### config.mk
export PLATFORM = sky130hd
export DESIGN_NAME = ascii_expression_calculator_top
export DESIGN_NICKNAME = d
export VERILOG_FILES = /design/src/sv/aec_pkg.sv /design/src/sv/aec_div.sv /design/src/sv/aec_datapath.sv /design/src/sv/aec_ctrl.sv /design/src/sv/ascii_expression_calculator_top.sv
export VERILOG_INCLUDE_DIRS = /design/src /design/src/sv
export SDC_FILE = /design/constraint.sdc
export NUM_CORES = 2
export LEC_CHECK = 0
export BUFFER_PORTS_ARGS = -buffer_cell sky130_fd_sc_hd__buf_4
export CAP_MARGIN = 15
export CELL_PAD_IN_SITES_DETAIL_PLACEMENT = 0
export CELL_PAD_IN_SITES_GLOBAL_PLACEMENT = 1
export CORE_MARGIN = 10
export CORE_UTILIZATION = 56
export DETAILED_ROUTE_END_ITERATION = 12
export PLACE_DENSITY_LB_ADDON = 0.1
export SLEW_MARGIN = 20
export SYNTH_ARGS = -nofsm -noshare
export SYNTH_HDL_FRONTEND = slang
export SYNTH_SLANG_ARGS = --single-unit
### constraint.sdc
create_clock -name clock -period 21.3 [get_ports clock]
set_input_delay 3.195 -clock clock [delete_from_list [all_inputs] [get_ports clock]]
set_output_delay 3.195 -clock clock [all_outputs]
set_load 0.1 [all_outputs]
### src/sv/ascii_expression_calculator_top_assert.svh
// assertion macros for the ascii expression calculator
// expects a clock named clock and an active high reset named reset in scope
`ifndef ASCII_EXPRESSION_CALCULATOR_TOP_ASSERT_SVH
`define ASCII_EXPRESSION_CALCULATOR_TOP_ASSERT_SVH

// same-cycle implication
`define AEC_ASSERT_IMP(lbl, ante, cons, msg) \
   lbl: assert property (@(posedge clock) disable iff (reset) (ante) |-> (cons)) \
      else $error(msg);

// next-cycle implication
`define AEC_ASSERT_NXT(lbl, ante, cons, msg) \
   lbl: assert property (@(posedge clock) disable iff (reset) (ante) |=> (cons)) \
      else $error(msg);

`endif

### src/sv/aec_pkg.sv
// shared types, constants and helper functions of the ascii expression calculator
// no dependencies
package aec_pkg;

   localparam logic [7:0] CHR_NUL   = 8'h00;
   localparam logic [7:0] CHR_SPACE = 8'h20;
   localparam logic [7:0] CHR_TAB   = 8'h09;
   localparam logic [7:0] CHR_CR    = 8'h0D;
   localparam logic [7:0] CHR_BANG  = 8'h21;
   localparam logic [7:0] CHR_STAR  = 8'h2A;
   localparam logic [7:0] CHR_PLUS  = 8'h2B;
   localparam logic [7:0] CHR_MINUS = 8'h2D;
   localparam logic [7:0] CHR_SLASH = 8'h2F;
   localparam logic [7:0] CHR_ZERO  = 8'h30;
   localparam logic [7:0] CHR_NINE  = 8'h39;

   localparam logic [1:0] ST_OK    = 2'd0;
   localparam logic [1:0] ST_ERROR = 2'd1;
   localparam logic [1:0] ST_INF   = 2'd2;

   localparam logic signed [31:0] FACT_MAX   = 32'sd12;
   localparam logic signed [63:0] PROD_LIMIT = 64'sd1000000;
   localparam logic signed [35:0] ACC_MAX    = 36'sh07FFFFFFF;
   localparam logic signed [35:0] ACC_MIN    = -36'sh080000000;

   typedef struct packed {
      logic start_first;
      logic start_second;
      logic acc_first;
      logic acc_second;
      logic set_op;
      logic fin_fact;
      logic fin_add;
      logic fin_sub;
      logic mul_load;
      logic fin_mul;
      logic div_start;
      logic fin_div;
      logic fin_err;
      logic fin_inf;
      logic emit;
   } aec_cmd_type;

   typedef struct packed {
      logic op_plus;
      logic op_minus;
      logic op_mul;
      logic op_div;
      logic second_zero;
      logic div_done;
   } aec_stat_type;

   function automatic logic is_space(input logic [7:0] c);
      return (c == CHR_SPACE) || (c >= CHR_TAB && c <= CHR_CR);
   endfunction

   function automatic logic is_digit(input logic [7:0] c);
      return (c >= CHR_ZERO) && (c <= CHR_NINE);
   endfunction

   // v * 10 +/- digit, saturated to 32 bits
   function automatic logic signed [31:0] accumulate(input logic signed [31:0] v,
                                                     input logic neg,
                                                     input logic [7:0] c);
      logic signed [35:0] t;
      logic signed [35:0] d;
      t = (36'(v) <<< 3) + (36'(v) <<< 1);
      d = 36'(c[3:0]);
      if (neg) begin
         t = t - d;
      end else begin
         t = t + d;
      end
      if (t > ACC_MAX) begin
         return 32'sh7FFFFFFF;
      end else if (t < ACC_MIN) begin
         return 32'sh80000000;
      end
      return t[31:0];
   endfunction

   function automatic logic [31:0] fact_value(input logic [3:0] n);
      logic [31:0] f;
      case (n)
         4'd0:    f = 32'd1;
         4'd1:    f = 32'd1;
         4'd2:    f = 32'd2;
         4'd3:    f = 32'd6;
         4'd4:    f = 32'd24;
         4'd5:    f = 32'd120;
         4'd6:    f = 32'd720;
         4'd7:    f = 32'd5040;
         4'd8:    f = 32'd40320;
         4'd9:    f = 32'd362880;
         4'd10:   f = 32'd3628800;
         4'd11:   f = 32'd39916800;
         4'd12:   f = 32'd479001600;
         default: f = 32'd0;
      endcase
      return f;
   endfunction

endpackage

### src/sv/aec_div.sv
// iterative signed divider, one quotient bit per cycle, truncates toward zero
// depends on nothing
module aec_div (
   input  logic               clock,
   input  logic               reset,
   input  logic               start,
   input  logic signed [31:0] dividend,
   input  logic signed [31:0] divisor,
   output logic               done,
   output logic signed [31:0] quotient
);

   logic        busy_ff, busy_in;
   logic        done_ff, done_in;
   logic [4:0]  cnt_ff, cnt_in;
   logic [31:0] rem_ff, rem_in;
   logic [31:0] quo_ff, quo_in;
   logic [31:0] dvs_ff, dvs_in;
   logic        neg_ff, neg_in;
   logic [32:0] shifted;
   logic [32:0] diff;

   assign shifted = {rem_ff, quo_ff[31]};
   assign diff    = shifted - {1'b0, dvs_ff};

   always_comb begin
      busy_in = busy_ff;
      done_in = 1'b0;
      cnt_in  = cnt_ff;
      rem_in  = rem_ff;
      quo_in  = quo_ff;
      dvs_in  = dvs_ff;
      neg_in  = neg_ff;
      if (start) begin
         busy_in = 1'b1;
         cnt_in  = '0;
         rem_in  = '0;
         quo_in  = dividend[31] ? (~dividend + 32'd1) : dividend;
         dvs_in  = divisor[31] ? (~divisor + 32'd1) : divisor;
         neg_in  = dividend[31] ^ divisor[31];
      end else if (busy_ff) begin
         if (!diff[32]) begin
            rem_in = diff[31:0];
            quo_in = {quo_ff[30:0], 1'b1};
         end else begin
            rem_in = shifted[31:0];
            quo_in = {quo_ff[30:0], 1'b0};
         end
         cnt_in = cnt_ff + 5'd1;
         if (cnt_ff == 5'd31) begin
            busy_in = 1'b0;
            done_in = 1'b1;
         end
      end
   end

   always_ff @(posedge clock) begin
      if (reset) begin
         busy_ff <= 1'b0;
         done_ff <= 1'b0;
         cnt_ff  <= '0;
      end else begin
         busy_ff <= busy_in;
         done_ff <= done_in;
         cnt_ff  <= cnt_in;
      end
      rem_ff <= rem_in;
      quo_ff <= quo_in;
      dvs_ff <= dvs_in;
      neg_ff <= neg_in;
   end

   // magnitude 2^31 with positive sign wraps to the most negative value
   assign done     = done_ff;
   assign quotient = neg_ff ? (~quo_ff + 32'd1) : quo_ff;

endmodule

### src/sv/aec_datapath.sv
// operand registers, digit accumulation, result arithmetic and result word register
// depends on aec_pkg and aec_div
module aec_datapath (
   input  logic               clock,
   input  logic               reset,
   input  aec_pkg::aec_cmd_type cmd,
   input  logic [7:0]         char_byte,
   output aec_pkg::aec_stat_type stat,
   output logic [1:0]         rsp_status,
   output logic signed [31:0] rsp_value
);
   import aec_pkg::*;

   logic signed [31:0] first_ff, first_in;
   logic signed [31:0] second_ff, second_in;
   logic               neg_ff, neg_in;
   logic [7:0]         op_ff, op_in;
   logic [1:0]         est_ff, est_in;
   logic signed [63:0] prod_ff, prod_in;
   logic [1:0]         rsp_status_ff, rsp_status_in;
   logic signed [31:0] rsp_value_ff, rsp_value_in;
   logic               div_done;
   logic signed [31:0] div_quo;
   logic               char_minus;

   aec_div u_div (
      .clock    (clock),
      .reset    (reset),
      .start    (cmd.div_start),
      .dividend (first_ff),
      .divisor  (second_ff),
      .done     (div_done),
      .quotient (div_quo)
   );

   assign char_minus = (char_byte == CHR_MINUS);
   assign prod_in    = first_ff * second_ff;

   always_comb begin
      first_in      = first_ff;
      second_in     = second_ff;
      neg_in        = neg_ff;
      op_in         = op_ff;
      est_in        = est_ff;
      rsp_status_in = rsp_status_ff;
      rsp_value_in  = rsp_value_ff;
      if (cmd.start_first) begin
         neg_in   = char_minus;
         first_in = char_minus ? 32'sd0 : 32'(char_byte[3:0]);
      end
      if (cmd.start_second) begin
         neg_in    = char_minus;
         second_in = char_minus ? 32'sd0 : 32'(char_byte[3:0]);
      end
      if (cmd.acc_first) begin
         first_in = accumulate(first_ff, neg_ff, char_byte);
      end
      if (cmd.acc_second) begin
         second_in = accumulate(second_ff, neg_ff, char_byte);
      end
      if (cmd.set_op) begin
         op_in = char_byte;
      end
      if (cmd.fin_fact) begin
         if (first_ff > FACT_MAX) begin
            est_in   = ST_INF;
            first_in = '0;
         end else if (first_ff[31]) begin
            est_in   = ST_ERROR;
            first_in = '0;
         end else begin
            est_in   = ST_OK;
            first_in = fact_value(first_ff[3:0]);
         end
      end
      if (cmd.fin_add) begin
         est_in   = ST_OK;
         first_in = first_ff + second_ff;
      end
      if (cmd.fin_sub) begin
         est_in   = ST_OK;
         first_in = first_ff - second_ff;
      end
      if (cmd.fin_mul) begin
         // range check on the full product
         if (prod_ff <= PROD_LIMIT && prod_ff >= -PROD_LIMIT) begin
            est_in   = ST_OK;
            first_in = prod_ff[31:0];
         end else begin
            est_in   = ST_INF;
            first_in = '0;
         end
      end
      if (cmd.fin_div) begin
         est_in   = ST_OK;
         first_in = div_quo;
      end
      if (cmd.fin_err) begin
         est_in   = ST_ERROR;
         first_in = '0;
      end
      if (cmd.fin_inf) begin
         est_in   = ST_INF;
         first_in = '0;
      end
      if (cmd.emit) begin
         rsp_status_in = est_ff;
         rsp_value_in  = (est_ff == ST_OK) ? first_ff : 32'sd0;
         first_in      = '0;
         second_in     = '0;
         neg_in        = 1'b0;
         op_in         = CHR_NUL;
         est_in        = ST_OK;
      end
   end

   always_ff @(posedge clock) begin
      if (reset) begin
         first_ff  <= '0;
         second_ff <= '0;
         neg_ff    <= 1'b0;
         op_ff     <= CHR_NUL;
         est_ff    <= ST_OK;
      end else begin
         first_ff  <= first_in;
         second_ff <= second_in;
         neg_ff    <= neg_in;
         op_ff     <= op_in;
         est_ff    <= est_in;
      end
      if (cmd.mul_load) begin
         prod_ff <= prod_in;
      end
      rsp_status_ff <= rsp_status_in;
      rsp_value_ff  <= rsp_value_in;
   end

   assign stat.op_plus     = (op_ff == CHR_PLUS);
   assign stat.op_minus    = (op_ff == CHR_MINUS);
   assign stat.op_mul      = (op_ff == CHR_STAR);
   assign stat.op_div      = (op_ff == CHR_SLASH);
   assign stat.second_zero = (second_ff == 32'sd0);
   assign stat.div_done    = div_done;

   assign rsp_status = rsp_status_ff;
   assign rsp_value  = rsp_value_ff;

endmodule

### src/sv/aec_ctrl.sv
// parse state machine: walks the grammar, issues datapath commands, owns the result valid
// depends on aec_pkg and the assertion macro header
`include "ascii_expression_calculator_top_assert.svh"

module aec_ctrl (
   input  logic                  clock,
   input  logic                  reset,
   input  logic                  req_valid,
   output logic                  req_ready,
   input  logic [7:0]            req_char_byte,
   output logic                  rsp_valid,
   input  logic                  rsp_ready,
   input  aec_pkg::aec_stat_type stat,
   output aec_pkg::aec_cmd_type  cmd
);
   import aec_pkg::*;

   typedef enum logic [10:0] {
      S_START  = 11'b00000000001,
      S_BANG   = 11'b00000000010,
      S_FIRST  = 11'b00000000100,
      S_PRE_OP = 11'b00000001000,
      S_POST_OP = 11'b00000010000,
      S_SECOND = 11'b00000100000,
      S_DONE   = 11'b00001000000,
      S_MUL    = 11'b00010000000,
      S_DIV    = 11'b00100000000,
      S_EMIT   = 11'b01000000000,
      S_IDLE_X = 11'b10000000000
   } state_type;

   state_type state_ff, state_in;
   logic      fact_ff, fact_in;
   logic      term_ff, term_in;
   logic      rsp_valid_ff, rsp_valid_in;
   logic      accept;
   logic      c_nul;
   logic      c_space;
   logic      c_digit;
   logic      c_num;
   logic      do_binary;
   logic      bin_term;
   state_type after_bin;

   assign req_ready = !reset &&
                      ((state_ff == S_START) || (state_ff == S_BANG) ||
                       (state_ff == S_FIRST) || (state_ff == S_PRE_OP) ||
                       (state_ff == S_POST_OP) || (state_ff == S_SECOND) ||
                       (state_ff == S_DONE));
   assign accept  = req_valid && req_ready;
   assign c_nul   = (req_char_byte == CHR_NUL);
   assign c_space = is_space(req_char_byte);
   assign c_digit = is_digit(req_char_byte);
   assign c_num   = c_digit || (req_char_byte == CHR_MINUS);

   always_comb begin
      cmd          = '0;
      state_in     = state_ff;
      fact_in      = fact_ff;
      term_in      = term_ff;
      rsp_valid_in = rsp_valid_ff;
      do_binary    = 1'b0;
      bin_term     = 1'b0;
      if (rsp_valid_ff && rsp_ready) begin
         rsp_valid_in = 1'b0;
      end
      unique case (state_ff)
         S_START: begin
            if (accept) begin
               if (c_nul) begin
                  cmd.fin_err = 1'b1;
                  state_in    = S_EMIT;
               end else if (c_space) begin
                  state_in = S_START;
               end else if (req_char_byte == CHR_BANG) begin
                  fact_in  = 1'b1;
                  state_in = S_BANG;
               end else if (c_num) begin
                  cmd.start_first = 1'b1;
                  state_in        = S_FIRST;
               end else begin
                  cmd.fin_err = 1'b1;
                  state_in    = S_DONE;
               end
            end
         end
         S_BANG: begin
            if (accept) begin
               if (c_nul) begin
                  cmd.fin_err = 1'b1;
                  state_in    = S_EMIT;
               end else if (c_space) begin
                  state_in = S_BANG;
               end else if (c_num) begin
                  cmd.start_first = 1'b1;
                  state_in        = S_FIRST;
               end else begin
                  cmd.fin_err = 1'b1;
                  state_in    = S_DONE;
               end
            end
         end
         S_FIRST: begin
            if (accept) begin
               if (c_nul) begin
                  cmd.fin_fact = fact_ff;
                  cmd.fin_err  = !fact_ff;
                  state_in     = S_EMIT;
               end else if (c_digit) begin
                  cmd.acc_first = 1'b1;
               end else if (fact_ff) begin
                  // anything after the factorial operand is ignored
                  cmd.fin_fact = 1'b1;
                  state_in     = S_DONE;
               end else if (c_space) begin
                  state_in = S_PRE_OP;
               end else begin
                  cmd.set_op = 1'b1;
                  state_in   = S_POST_OP;
               end
            end
         end
         S_PRE_OP: begin
            if (accept) begin
               if (c_nul) begin
                  cmd.fin_err = 1'b1;
                  state_in    = S_EMIT;
               end else if (!c_space) begin
                  cmd.set_op = 1'b1;
                  state_in   = S_POST_OP;
               end
            end
         end
         S_POST_OP: begin
            if (accept) begin
               if (c_nul) begin
                  cmd.fin_err = 1'b1;
                  state_in    = S_EMIT;
               end else if (c_space) begin
                  state_in = S_POST_OP;
               end else if (c_num) begin
                  cmd.start_second = 1'b1;
                  state_in         = S_SECOND;
               end else begin
                  cmd.fin_err = 1'b1;
                  state_in    = S_DONE;
               end
            end
         end
         S_SECOND: begin
            if (accept) begin
               if (c_nul) begin
                  do_binary = 1'b1;
                  bin_term  = 1'b1;
               end else if (c_digit) begin
                  cmd.acc_second = 1'b1;
               end else begin
                  do_binary = 1'b1;
               end
            end
         end
         S_DONE: begin
            if (accept && c_nul) begin
               state_in = S_EMIT;
            end
         end
         S_MUL: begin
            cmd.fin_mul = 1'b1;
            state_in    = term_ff ? S_EMIT : S_DONE;
         end
         S_DIV: begin
            if (stat.div_done) begin
               cmd.fin_div = 1'b1;
               state_in    = term_ff ? S_EMIT : S_DONE;
            end
         end
         S_EMIT: begin
            // load the result word once the output register is free
            if (!rsp_valid_ff || rsp_ready) begin
               cmd.emit     = 1'b1;
               rsp_valid_in = 1'b1;
               fact_in      = 1'b0;
               state_in     = S_START;
            end
         end
         default: begin
            state_in = S_START;
         end
      endcase

      after_bin = bin_term ? S_EMIT : S_DONE;
      if (do_binary) begin
         term_in = bin_term;
         if (stat.op_plus) begin
            cmd.fin_add = 1'b1;
            state_in    = after_bin;
         end else if (stat.op_minus) begin
            cmd.fin_sub = 1'b1;
            state_in    = after_bin;
         end else if (stat.op_mul) begin
            cmd.mul_load = 1'b1;
            state_in     = S_MUL;
         end else if (stat.op_div) begin
            if (stat.second_zero) begin
               cmd.fin_inf = 1'b1;
               state_in    = after_bin;
            end else begin
               cmd.div_start = 1'b1;
               state_in      = S_DIV;
            end
         end else begin
            cmd.fin_err = 1'b1;
            state_in    = after_bin;
         end
      end
   end

   always_ff @(posedge clock) begin
      if (reset) begin
         state_ff     <= S_START;
         fact_ff      <= 1'b0;
         term_ff      <= 1'b0;
         rsp_valid_ff <= 1'b0;
      end else begin
         state_ff     <= state_in;
         fact_ff      <= fact_in;
         term_ff      <= term_in;
         rsp_valid_ff <= rsp_valid_in;
      end
   end

   assign rsp_valid = rsp_valid_ff;

   `AEC_ASSERT_IMP(a_div_nonzero, cmd.div_start, !stat.second_zero, "divider started on zero")
   `AEC_ASSERT_NXT(a_div_wait, cmd.div_start, state_ff == S_DIV, "divider start without wait")
   `AEC_ASSERT_NXT(a_emit_valid, cmd.emit, rsp_valid_ff && state_ff == S_START, "emit lost word")
   `AEC_ASSERT_NXT(a_nul_path, accept && c_nul, state_ff == S_EMIT || state_ff == S_MUL || state_ff == S_DIV, "terminator not routed to result")
   `AEC_ASSERT_NXT(a_emit_hold, state_ff == S_EMIT && rsp_valid_ff && !rsp_ready, state_ff == S_EMIT, "result overwritten")

endmodule

### src/sv/ascii_expression_calculator_top.sv
// ascii expression calculator: characters in, one status/value word per expression out
// depends on aec_pkg, aec_ctrl, aec_datapath (and aec_div below it)
//
// usage:
//   req channel takes one character word per handshake (req_valid/req_ready);
//   a zero byte ends the expression. grammar: '!' then a number, or number, operator, number.
//   rsp channel gives one word (rsp_status, rsp_value) per terminator, none otherwise.
// timing:
//   a non-terminator character is taken when offered, except that a non-digit that ends
//   the second number of a product or a quotient stalls the input in S_MUL or S_DIV, the
//   latter until the one-bit-per-cycle divider is done. a terminator goes through S_EMIT
//   to the result register, after S_MUL for a product and after S_DIV for a quotient.
//   the result sits in an output register; characters of the next expression are
//   taken while it waits; the next terminator is taken too, but then the input
//   stalls until the waiting word has been taken.
// reset: synchronous active high, clears the parse state and the result valid;
//   the block is not ready while reset is high and is ready on the first cycle after.
module ascii_expression_calculator_top (
   input  logic               clock,
   input  logic               reset,
   input  logic               req_valid,
   output logic               req_ready,
   input  logic [7:0]         req_char_byte,
   output logic               rsp_valid,
   input  logic               rsp_ready,
   output logic [1:0]         rsp_status,
   output logic signed [31:0] rsp_value
);
   import aec_pkg::*;

   aec_cmd_type  cmd;
   aec_stat_type stat;

   aec_ctrl u_ctrl (
      .clock         (clock),
      .reset         (reset),
      .req_valid     (req_valid),
      .req_ready     (req_ready),
      .req_char_byte (req_char_byte),
      .rsp_valid     (rsp_valid),
      .rsp_ready     (rsp_ready),
      .stat          (stat),
      .cmd           (cmd)
   );

   aec_datapath u_datapath (
      .clock      (clock),
      .reset      (reset),
      .cmd        (cmd),
      .char_byte  (req_char_byte),
      .stat       (stat),
      .rsp_status (rsp_status),
      .rsp_value  (rsp_value)
   );

endmodule

After elaboration in Yosys (flattened, before gate mapping)
Memories as Yosys holds them, arrays and structs flattened. A register that Yosys moved wholly into a read port is not among the register bits.
Cells that the tools add are included.
- add/subtract/negate cells: 13
- $mul: 1
- $lt $le $gt $ge: 11
- equality and inequality tests: 34
- mux-type cells: 163
- bitwise logic cells: 5
- reductions and logical operators: 37
- operators with widths (operator ; number):
    two-way mux 32 bit ; 23
    two-way mux 11 bit ; 25
    two-way mux 36 bit ; 4
    case mux 11 bit (10 select lines) ; 1
    adder 32 x 1 -> 32 bit (second input constant) ; 3
    NOT 32 bit ; 3
    two-way mux 1 bit ; 79
    adder 35 x 33 -> 36 bit ; 2
    adder 36 x 5 -> 36 bit ; 2
    greater-than comparator 36 x 32 -> 1 bit (second input constant) ; 2
    < comparator 36 x 32 -> 1 bit (second input constant) ; 2
    subtractor 36 x 5 -> 36 bit ; 2
    >= comparator 64 x 21 -> 1 bit (second input constant) ; 1
    <= comparator 64 x 21 -> 1 bit (second input constant) ; 1
    multiplier 32 x 32 -> 64 bit ; 1
    equality test 8 x 6 -> 1 bit (second input constant) ; 7
    subtractor 33 x 32 -> 33 bit ; 1
    adder 32 bit ; 1
    greater-than comparator 32 x 5 -> 1 bit (second input constant) ; 1
    zero test 32 bit ; 1
    two-way mux 2 bit ; 16
    subtractor 32 bit ; 1
    two-way mux 31 bit ; 1
    two-way mux 7 bit ; 3
    42 further kinds ; 81
- register bits: 291
- ROM bits: 448
- word-level logic and storage cells: 286
- memories kept: 1
- memory list (memory ; words ; bits a word ; rd ports ; clocked after Yosys merged registers in ; write ports ; RTL line ; text):
    (name not given) ; 16 ; 28 ; 1 ; 1 ; 0 ; aec_pkg.sv:84 ; case (n)

Longest topological paths before layout
- word-level depth: 25
- depth in mapped cells: 35
- depth with buffers taken out: 32

Cells and area by module
A second synthesis with hierarchy kept.
- cells, all modules: 7248
- area total of the unflattened synthesis: 62895.3 µm²
- modules (own cells, without submodules) (module ; times used ; cells an instance ; area an instance (µm²)):
    aec_datapath ; 1 ; 6182 ; 53757.8
    aec_div ; 1 ; 867 ; 7751.2
    aec_ctrl ; 1 ; 199 ; 1386.3

Worst setup path before layout
No wires, ideal clock.
- kind: register to register
- start point: reg u_datapath.first_ff[31]
- end point: reg u_datapath.prod_ff[62], data pin
- arrival: 8468 ps
- data required time: 21038 ps
- setup slack: 12570 ps
- stages on the path, launching flop included: 26
- path buffers: 4
- clock period less this slack: 8730 ps
- cells stage by stage: dfxtp_1 clkbuf_1 clkbuf_1 clkbuf_1 buf_1 nand2_1 inv_1 fa_1 fa_1 fa_1 fa_1 fa_1 inv_1 fa_1 fa_1 fa_1 inv_1 ha_1 a21o_1 a21o_1 a211oi_1 o21ai_0 a2111oi_0 nor3_1 a211oi_1 xnor2_1
- longest elaborated chain between the ends: 1
- RTL lines (element ; RTL line ; text):
    start: declaration ; aec_datapath.sv:14 ; logic signed [31:0] first_ff, first_in;
    start signal: assignment ; aec_datapath.sv:125 ; first_ff <= first_in;
    multiplier 32 x 32 -> 64 bit ; aec_datapath.sv:37 ; assign prod_in = first_ff * second_ff;
    named net u_datapath.prod_in[62] ; aec_datapath.sv:19 ; logic signed [63:0] prod_ff, prod_in;
    end signal: assignment ; aec_datapath.sv:132 ; prod_ff <= prod_in;
    end: declaration ; aec_datapath.sv:19 ;
The timed path passes the listed nets, and every way through them passes these cells.
A chain may end at the register's enable or synchronous reset.

Worst setup path in the final report
- start point: reg u_datapath.first_ff[11]
- end point: reg u_datapath.prod_ff[62], data pin
The elaborated chain is that of the path after synthesis.

==> results.json <==
{
  "die_area_sq_mm": 0.125,
  "irDropWorstVdd_uv": 57.7,
  "wl_per_cell_um": 24.0,
  "hold-path-endpoint": "u_datapath.op_ff[4]",
  "dr.pass1.iters": 6,
  "insertion_delay_ps": 660,
  "fillers": 10100,
  "p_int_w": 0.00118,
  "timing.fmax_mhz": 94.6,
  "hold_depth": 2,
  "combPwrFrac": 0.183,
  "core_sq_mm": 0.111,
  "rrSetupSlack_ps": 10730,
  "initialDrtViolationCount": 4400,
  "htreeDepth": 2,
  "numCtsBuffers": 43,
  "synthToLayoutAreaGrowth_pct": 4.90,
  "clk_pin_slew_worst_paths_ps": 50,
  "cts_setup_buffers": 0,
  "ys_seq_area_frac": 0.126,
  "status": "completed",
  "max_slew_margin": 0.165,
  "postCtsResizedCells": 0,
  "ys_ff_latch": 311,
  "skew_ps": 38.3,
  "p_total_w": 0.00175,
  "clock_path_buffers": 3,
  "root_buffer": "clkbuf_16",
  "cellLeakagePower_nw": 29.0,
  "cp_slowest_cell": "a2111oi_0",
  "r2r-end": "u_datapath.prod_ff[62]",
  "drive_gt1_frac": 0.0483,
  "ys.flop_type": "edfxtp_1",
  "max_cap_viol_count": 0,
  "min_path_type": "reg -> reg",
  "clock_sinks": 311,
  "grt_max_degree": 69,
  "tritoncts": "yes",
  "synthArstFlopShare": 0,
  "syn_area_sq_mm": 0.0622,
  "min_period_ps": 10570,
  "ctsHoldBuffers": 0,
  "seq_area_sq_mm": 0.00789,
  "synth_nets": 8697,
  "rr_worst_depth": 29,
  "p_switching_w": 0.000566,
  "synth_cells": 7229,
  "gp_congestion": 0.958,
  "post-route-period-util": 0.496,
  "finalSetupViolCount": 0,
  "drt_wl_total_mm": 206,
  "rsz0062_at_grt": "false",
  "place_hpwl_mm": 159,
  "syn_area_per_cell_sq_um": 8.60,
  "synthTopCellsByArea": "fa_1 (35%), inv_1 (7.9%), edfxtp_1 (7.9%)",
  "yosysMostFrequentCell": "inv_1",
  "switching_share": 0.324,
  "yosysUniqueCellTypes": 115,
  "synth_area_leader_cell": "fa_1",
  "die_w_um": 353,
  "setup.worst_path.start_class": "register",
  "antenna_found_initial": 10,
  "fin_tns_setup_ps": 0,
  "min_from": "u_datapath.op_ff[4]",
  "start_util": 0.563,
  "cp.arrival_ps": 10960,
  "drtAntennaViolNets": 0,
  "slowest_delay_ps": 630,
  "grt_pass1_wl_mm": 319,
  "drc_errors": 0,
  "layout.nets": 8518,
  "p_per_area_mw_per_mm2": 26.8,
  "final-max-slew-violation-count": 0,
  "pwr-share-clk": 0.438,
  "vias_per_cell": 5.99,
  "path_delay_family": "adder cells",
  "num_io_pins": 48,
  "multi_input_area_sq_mm": 0.0479,
  "io_buffer_count": 47,
  "critPathKind": "reg -> reg",
  "fp-row-count": 122,
  "end_kind": "register",
  "r2r-start": "u_datapath.first_ff[11]",
  "pwr-share-seq": 0.380,
  "cp.buffers_inverters": 4,
  "die_h_um": 353,
  "required_ps": 21690,
  "crit_top_cell": "fa_1",
  "vias": 51400,
  "cp_max_fo": 27,
  "synth_top_cell_area_share": 0.351,
  "grt-ovfl-total": 0,
  "grt_pass1_vias": 52600,
  "yosys-top-cells-count": "inv_1 (1306), fa_1 (1091), nand2_1 (1014), ha_1 (365), nor2_1 (349)",
  "synth_edf_count": 163,
  "tightest_slew_ps": 1250,
  "hold_viol": 0,
  "ys_warn_count": 0,
  "grt.total_usage": 0.331
}
how the worst max path moves through the flow:
stage | start | endpoint | slack, ps | cells past startpoint
after detailed placement | u_datapath.first_ff[11] | u_datapath.prod_ff[62] | 10840 | 29
after floorplan | u_datapath.first_ff[31] | u_datapath.prod_ff[62] | 12570 | 25
final | u_datapath.first_ff[11] | u_datapath.prod_ff[62] | 10730 | 29
after global routing | u_datapath.first_ff[11] | u_datapath.prod_ff[62] | 10350 | 29
after CTS | u_datapath.first_ff[11] | u_datapath.prod_ff[62] | 10800 | 29
after global placement | u_datapath.first_ff[11] | u_datapath.prod_ff[62] | 10920 | 29
stage by stage:
stage	setup WS (ps)	std cells	util	hold WS (ps)	instance area, sq um
floorplan	12570	7229	-	454	62200
global placement	10920	8493	0.577	473	63800
detailed placement	10840	8493	0.577	478	63800
CTS	10800	8573	0.590	491	65200
global route	10350	8573	0.590	525	65200
finish	10730	8574	0.590	487	65200
worst min-delay path: cells and delay by family (launching register included):
family,cells,cell delay [ps]
flip-flops,1,320
multiplexers,1,60
AND/OR/NAND/NOR,1,70
cell usage in the layout, fill, tap and decap left out, types with 16 or more instances in the layout:
master	synthesis	routed
edfxtp_1	163	163
a211oi_1	33	33
nand2_1	1014	1014
dfxtp_1	148	119
a21boi_0	16	16
nor2b_1	43	43
xnor2_1	216	216
buf_4	0	156
dfxtp_2	0	29
nor3_1	106	104
nor2_1	349	347
a31oi_1	46	46
ha_1	365	365
nand3_1	83	82
or2_2	17	17
or4_1	25	25
and2_1	225	224
o31ai_1	42	42
mux2i_1	48	47
nand2b_1	75	75
clkbuf_16	0	43
o21a_1	24	24
a21oi_1	339	338
or3_1	48	48
o21bai_1	28	28
fa_1	1091	1091
and3_1	46	46
o21ai_0	261	261
o211ai_1	23	23
nor4_1	45	43
inv_1	1306	1305
a21o_1	89	89
nand4_1	60	60
o221ai_1	21	21
xor2_1	101	101
o41ai_1	22	22
a22oi_1	52	52
power by group through the flow:
| stage | Clock (W) | Sequential, W | Combinational (W) |
|---|---|---|---|
| 2_1_floorplan | 0 | 0.000710 | 0.000196 |
| 3_3_place_gp | 0 | 0.000675 | 0.000312 |
| 3_5_place_dp | 0 | 0.000675 | 0.000314 |
| 4_1_cts | 0.000776 | 0.000663 | 0.000316 |
| 5_1_grt | 0.000792 | 0.000665 | 0.000344 |
| 6_report | 0.000764 | 0.000663 | 0.000319 |
cell type report:
| cell class | count | area share |
|---|---|---|
| clock inverter | 26 | 0.00405 |
| multi-input combinational | 5225 | 0.735 |
| antenna | 1 | 0.0000384 |
| inverter | 1313 | 0.0756 |
| clock buffer | 54 | 0.0177 |
| tap | 1488 | 0.0285 |
| timing repair buffer | 156 | 0.0180 |
| sequential | 311 | 0.121 |
flip-flops by register name, indices dropped and copies added (netlist names), 2 cells and up, named ones only:
register and count:
u_datapath.rsp_status 2, u_ctrl.state_ff 10, u_datapath.u_div.rem_ff 32, u_datapath.est_ff 2, u_datapath.first_ff 32, u_datapath.second_ff 32, u_datapath.op_ff 8, u_datapath.u_div.quo_ff 32
u_datapath.u_div.cnt_ff 5, u_datapath.prod_ff 64, u_datapath.u_div.dvs_ff 32, u_datapath.rsp_value 32
routing by layer:
metal,share of wire,global-route usage,wire length (um),vias up
li1,-,-,-,22800
met1,0.39,0.428,80900,25900
met2,0.46,0.527,93800,2231
met3,0.092,0.0697,19000,517
met4,0.058,0.157,11800,12
met5,0.00043,0.000769,88,-
kinds of logic (layout without fill, tap and decap cells):
group           after synthesis  count (layout)  synth area share
xor+xnor                    318             318            0.0449
simple gates               2219            2219             0.169
buf+inv                    1693            1549             0.104
mux                          52              52           0.00863
compound gates             1180            1180             0.123
flops                       311             311             0.126
other cells                   0               1                 0
fa+ha+maj                  1456            1456             0.425
Note: power is estimated with default switching activity, not from simulation.
